===== src/rtl/mpdc_ram.sv =====
// ----------------------------------------------------------------------------
// mpdc_ram - generic simple dual-port RAM
// One write port, one read port with enable; read data registered and held.
// ----------------------------------------------------------------------------
`default_nettype none

module mpdc_ram #(
	parameter int WIDTH = 12,
	parameter int DEPTH = 40
) (
	input  wire logic                     clk,
	input  wire logic                     we,
	input  wire logic [$clog2(DEPTH)-1:0] waddr,
	input  wire logic [WIDTH-1:0]         wdata,
	input  wire logic                     re,
	input  wire logic [$clog2(DEPTH)-1:0] raddr,
	output      logic [WIDTH-1:0]         rdata
);

	logic [WIDTH-1:0] mem [DEPTH];

	always_ff @(posedge clk) begin
		if (we) begin
			mem[waddr] <= wdata;
		end
		if (re) begin
			rdata <= mem[raddr];
		end
	end

endmodule

`default_nettype wire


===== config.mk =====
export PLATFORM = sky130hd
export DESIGN_NAME = mpdc_ram
export DESIGN_NICKNAME = d
export VERILOG_FILES = /design/src/rtl/mpdc_ram.sv
export SDC_FILE = /design/constraint.sdc
export NUM_CORES = 1
export LEC_CHECK = 0
export BUFFER_PORTS_ARGS = -buffer_cell sky130_fd_sc_hd__buf_2
export CAP_MARGIN = 20
export CORE_MARGIN = 1.5
export CORE_UTILIZATION = 45
export DETAILED_ROUTE_END_ITERATION = 10
export GPL_ROUTABILITY_DRIVEN = 0
export PLACE_DENSITY = 0.67
export SETUP_SLACK_MARGIN = 0.05
export SLEW_MARGIN = 10
export SYNTH_ARGS = -nofsm -noshare
export SYNTH_HDL_FRONTEND = slang
export SYNTH_SLANG_ARGS = --single-unit

===== constraint.sdc =====
create_clock -name clk -period 1.89 [get_ports clk]
set_clock_uncertainty 0.1 [all_clocks]
set_input_delay 0 -clock clk [delete_from_list [all_inputs] [get_ports clk]]
set_output_delay 0 -clock clk [all_outputs]
set_load 0.02 [all_outputs]

==> results.sh <==
export IMPL_status="finished, violations left"
export IMPL_violations="hold timing"
export IMPL_synth_top_cell_area_share_pct=76.2
export IMPL_final_max_slew_viol_count=0
export IMPL_fin_crit_sh_pct=96.0
export IMPL_cts_root_buf="clkbuf_16"
export IMPL_synthCells=1005
export IMPL_drcViolationCount=0
export IMPL_clk_pin_slew_ns=0.06
export IMPL_switching_share_pct=21.6
export IMPL_grt_antenna_before_repair=8
export IMPL_yosysWarnings=0
export IMPL_crit_type="reg2reg"
export IMPL_drt_iter0_markers=867
export IMPL_die_h_um=211
export IMPL_nets=1202
export IMPL_rr_worst_depth=5
export IMPL_seq_power_share_pct=54.1
export IMPL_leakage_nw=7.92
export IMPL_pwr_density_cell_mw_per_mm2=988
export IMPL_die_x_um=211
export IMPL_routed_wl_um=44200
export IMPL_fmax_mhz=551
export IMPL_required_ns=2.19
export IMPL_synth_xor_area_share_pct=0
export IMPL_synth_seq_cells=492
export IMPL_synthToLayoutAreaGrowth_pct=17.4
export IMPL_core_area_mm2=0.0422
export IMPL_dp_hpwl_um=27900
export IMPL_rows=75
export IMPL_grt_usage_pct=20.3
export IMPL_hold_class="in2reg"
export IMPL_tns_ns=0
export IMPL_worst_pin_slew_ns=0.848
export IMPL_synth_compound_area_share_pct=6.43
export IMPL_ys_seq_area_share_pct=76.2
export IMPL_grt_pass1_vias=9926
export IMPL_stdcell_count=1758
export IMPL_io_pins=39
export IMPL_synth_top_cell_by_area="edfxtp_1"
export IMPL_start_kind="flip-flop"
export IMPL_comb_power_share_pct=6.2
export IMPL_hold_violations=16
export IMPL_worst_setup_path_end_kind="flip-flop"
export IMPL_cap_violations=0
export IMPL_wire_per_inst_um=25.1
export IMPL_clockBufferDepth=3
export IMPL_placed_area_mm2=0.0211
export IMPL_antenna_left=0
export IMPL_grtUsageMet2_pct=31.1
export IMPL_routed_via_density=5.73
export IMPL_htree_levels=2
export IMPL_port_buffers=38
export IMPL_crit_arrival_ns=2.12
export IMPL_synth_top_family_by_area="multiplexers"
export IMPL_fillCellCount=3274
export IMPL_crit_start="mem[5][4]$_DFFE_PP_"
export IMPL_syn_num_nets=1032
export IMPL_setup_viol=0
export IMPL_slew_headroom_pct=43.5
export IMPL_layout_commonest_cell="edfxtp_1"
export IMPL_die_area_mm2=0.0443
export IMPL_avgSynthCellArea_um2=19.3
export IMPL_rr_startpoint="mem[5][4]$_DFFE_PP_"
export IMPL_grt_max_degree=41
export IMPL_finalPower_mw=22.5
export IMPL_rsz0062_at_grt="true"
export IMPL_num_vias=10066
export IMPL_cts_sinks=492
export IMPL_muxShareOfSynthArea_pct=13.4
export IMPL_cts_tree="done"
export IMPL_grt_overflow=0
export IMPL_fin_area_mm2=0.0228
export IMPL_synth_area_leaders="edfxtp_1, mux2i_1, mux4_2"
export IMPL_start_util_pct=45.9
export IMPL_p_int_mw=17.6
export IMPL_ir_drop_uv=842
export IMPL_fin_util_pct=53.9
export IMPL_r2r_end="rdata[4]$_DFFE_PP_"
export IMPL_post_route_worst_setup_slack_ns=0.0749
export IMPL_use_met1_pct=29.1
export IMPL_yosys_cell_types_count=32
export IMPL_fin_crit_ns=1.82
export IMPL_hold_ws_ns=-0.0176
export IMPL_dr_pass1_iters=5
export IMPL_gr_max_usage_layer="met2"
export IMPL_grt_pass1_wl_um=65200
export IMPL_pre_cts_slack_ns=-0.295
export IMPL_power_frac_clock_pct=39.7
export IMPL_layout_common_cells="edfxtp_1, mux2i_1, buf_4, clkbuf_16, a22oi_1"
export IMPL_cp_endpoint="rdata[4]$_DFFE_PP_"
export IMPL_critPathMaxFanout=1
export IMPL_worstSkewPairLatency_ns=0.59
export IMPL_synth_simple_area_share_pct=1.90
export IMPL_drive_gt1_share_pct=24.9
export IMPL_switchingPower_mw=4.86
export IMPL_place_inst=1647
export IMPL_syn_area_mm2=0.0194
export IMPL_synthAdderAreaFrac_pct=0
export IMPL_reg2reg_slack_ns=0.07
export IMPL_numCtsBuffers=49
export IMPL_met3_usage_pct=3.43
-- per-layer routing --
metal / part of all wire (%) / wire length (um)
met1: 44 / 19600
met2: 46 / 20500
met3: 5.6 / 2470
met4: 3.7 / 1640
met5: 0.045 / 20
-- Yosys cell counts --
| cell | count |
|---|---|
| nand3b_1 | 1 |
| o22ai_1 | 12 |
| edfxtp_1 | 492 |
| buf_1 | 4 |
| clkbuf_1 | 25 |
| buf_12 | 2 |
| nand2b_1 | 5 |
| a221oi_1 | 12 |
| and2_1 | 1 |
| buf_8 | 4 |
| a22oi_1 | 48 |
| buf_2 | 5 |
| a21oi_1 | 24 |
| o41ai_2 | 12 |
| mux2i_1 | 192 |
| nor3_1 | 2 |
| or3b_2 | 1 |
| nand2_1 | 19 |
| buf_6 | 8 |
| nand3_1 | 4 |
| clkbuf_4 | 1 |
| or3_1 | 1 |
| mux4_2 | 24 |
| nor4bb_1 | 1 |
| nand4_1 | 1 |
| mux2_2 | 12 |
| nor2b_1 | 5 |
| a22o_1 | 24 |
| nor2_1 | 41 |
| a221oi_2 | 12 |
| or2_2 | 1 |
| buf_4 | 9 |
-- worst min path at each step --
stage,startpoint,slack (ns),cells after the start,to
after floorplan,wdata[0],-0.001,0,mem[0][0]$_DFFE_PP_
after global placement,re,0.34,1,rdata[6]$_DFFE_PP_
after detailed placement,re,0.34,1,rdata[6]$_DFFE_PP_
after CTS,waddr[1],0.0009,4,mem[19][1]$_DFFE_PP_
after global routing,wdata[7],0.02,1,mem[20][7]$_DFFE_PP_
final,wdata[7],-0.02,1,mem[20][7]$_DFFE_PP_
-- cells by family after synthesis --
logic type / Yosys count
AOI/OAI and AO/OA: 144
buffers and inverters: 58
DFF: 492
muxes: 228
and+or+nand+nor: 83
-- critical path: stages, from the launching register on --
cell and delay, ns:
edfxtp_1 0.32, mux2i_1 0.07, a22o_1 0.26, a221oi_2 0.27
o22ai_1 0.24, o41ai_2 0.38
-- sequential cells by signal, indices dropped and copies added, names as in the netlist --
| signal | count |
|---|---|
| mem | 480 |
| rdata | 12 |
-- area by class of cell --
cell class	count	area [um^2]	area share [%]
clock inverters	25	133	0.583
well taps	539	674	2.96
multi-input cells	455	4310	18.9
repair buffers	177	1530	6.74
flip-flops and latches	492	14800	64.9
diodes	5	12.5	0.0550
clock buffers	65	1330	5.84
-- power groups by stage --
stage | combinational [mW] | clock [mW] | sequential, mW
after floorplan | 0.694 | 0 | 12.4
after global placement | 1.34 | 0 | 12.4
after detailed placement | 1.36 | 0 | 12.4
after CTS | 1.40 | 9.06 | 12.2
after global routing | 1.48 | 9.45 | 12.2
final | 1.40 | 8.93 | 12.2
-- repair_timing --
action,CTS,global route
resized for setup,4,5
buffers inserted,0,0
setup endpoints to repair,4,7
cloned,0,0
endpoints found under the hold margin,480,0
hold buffers,16,0
No activity file was read; power rests on OpenSTA's default activity.
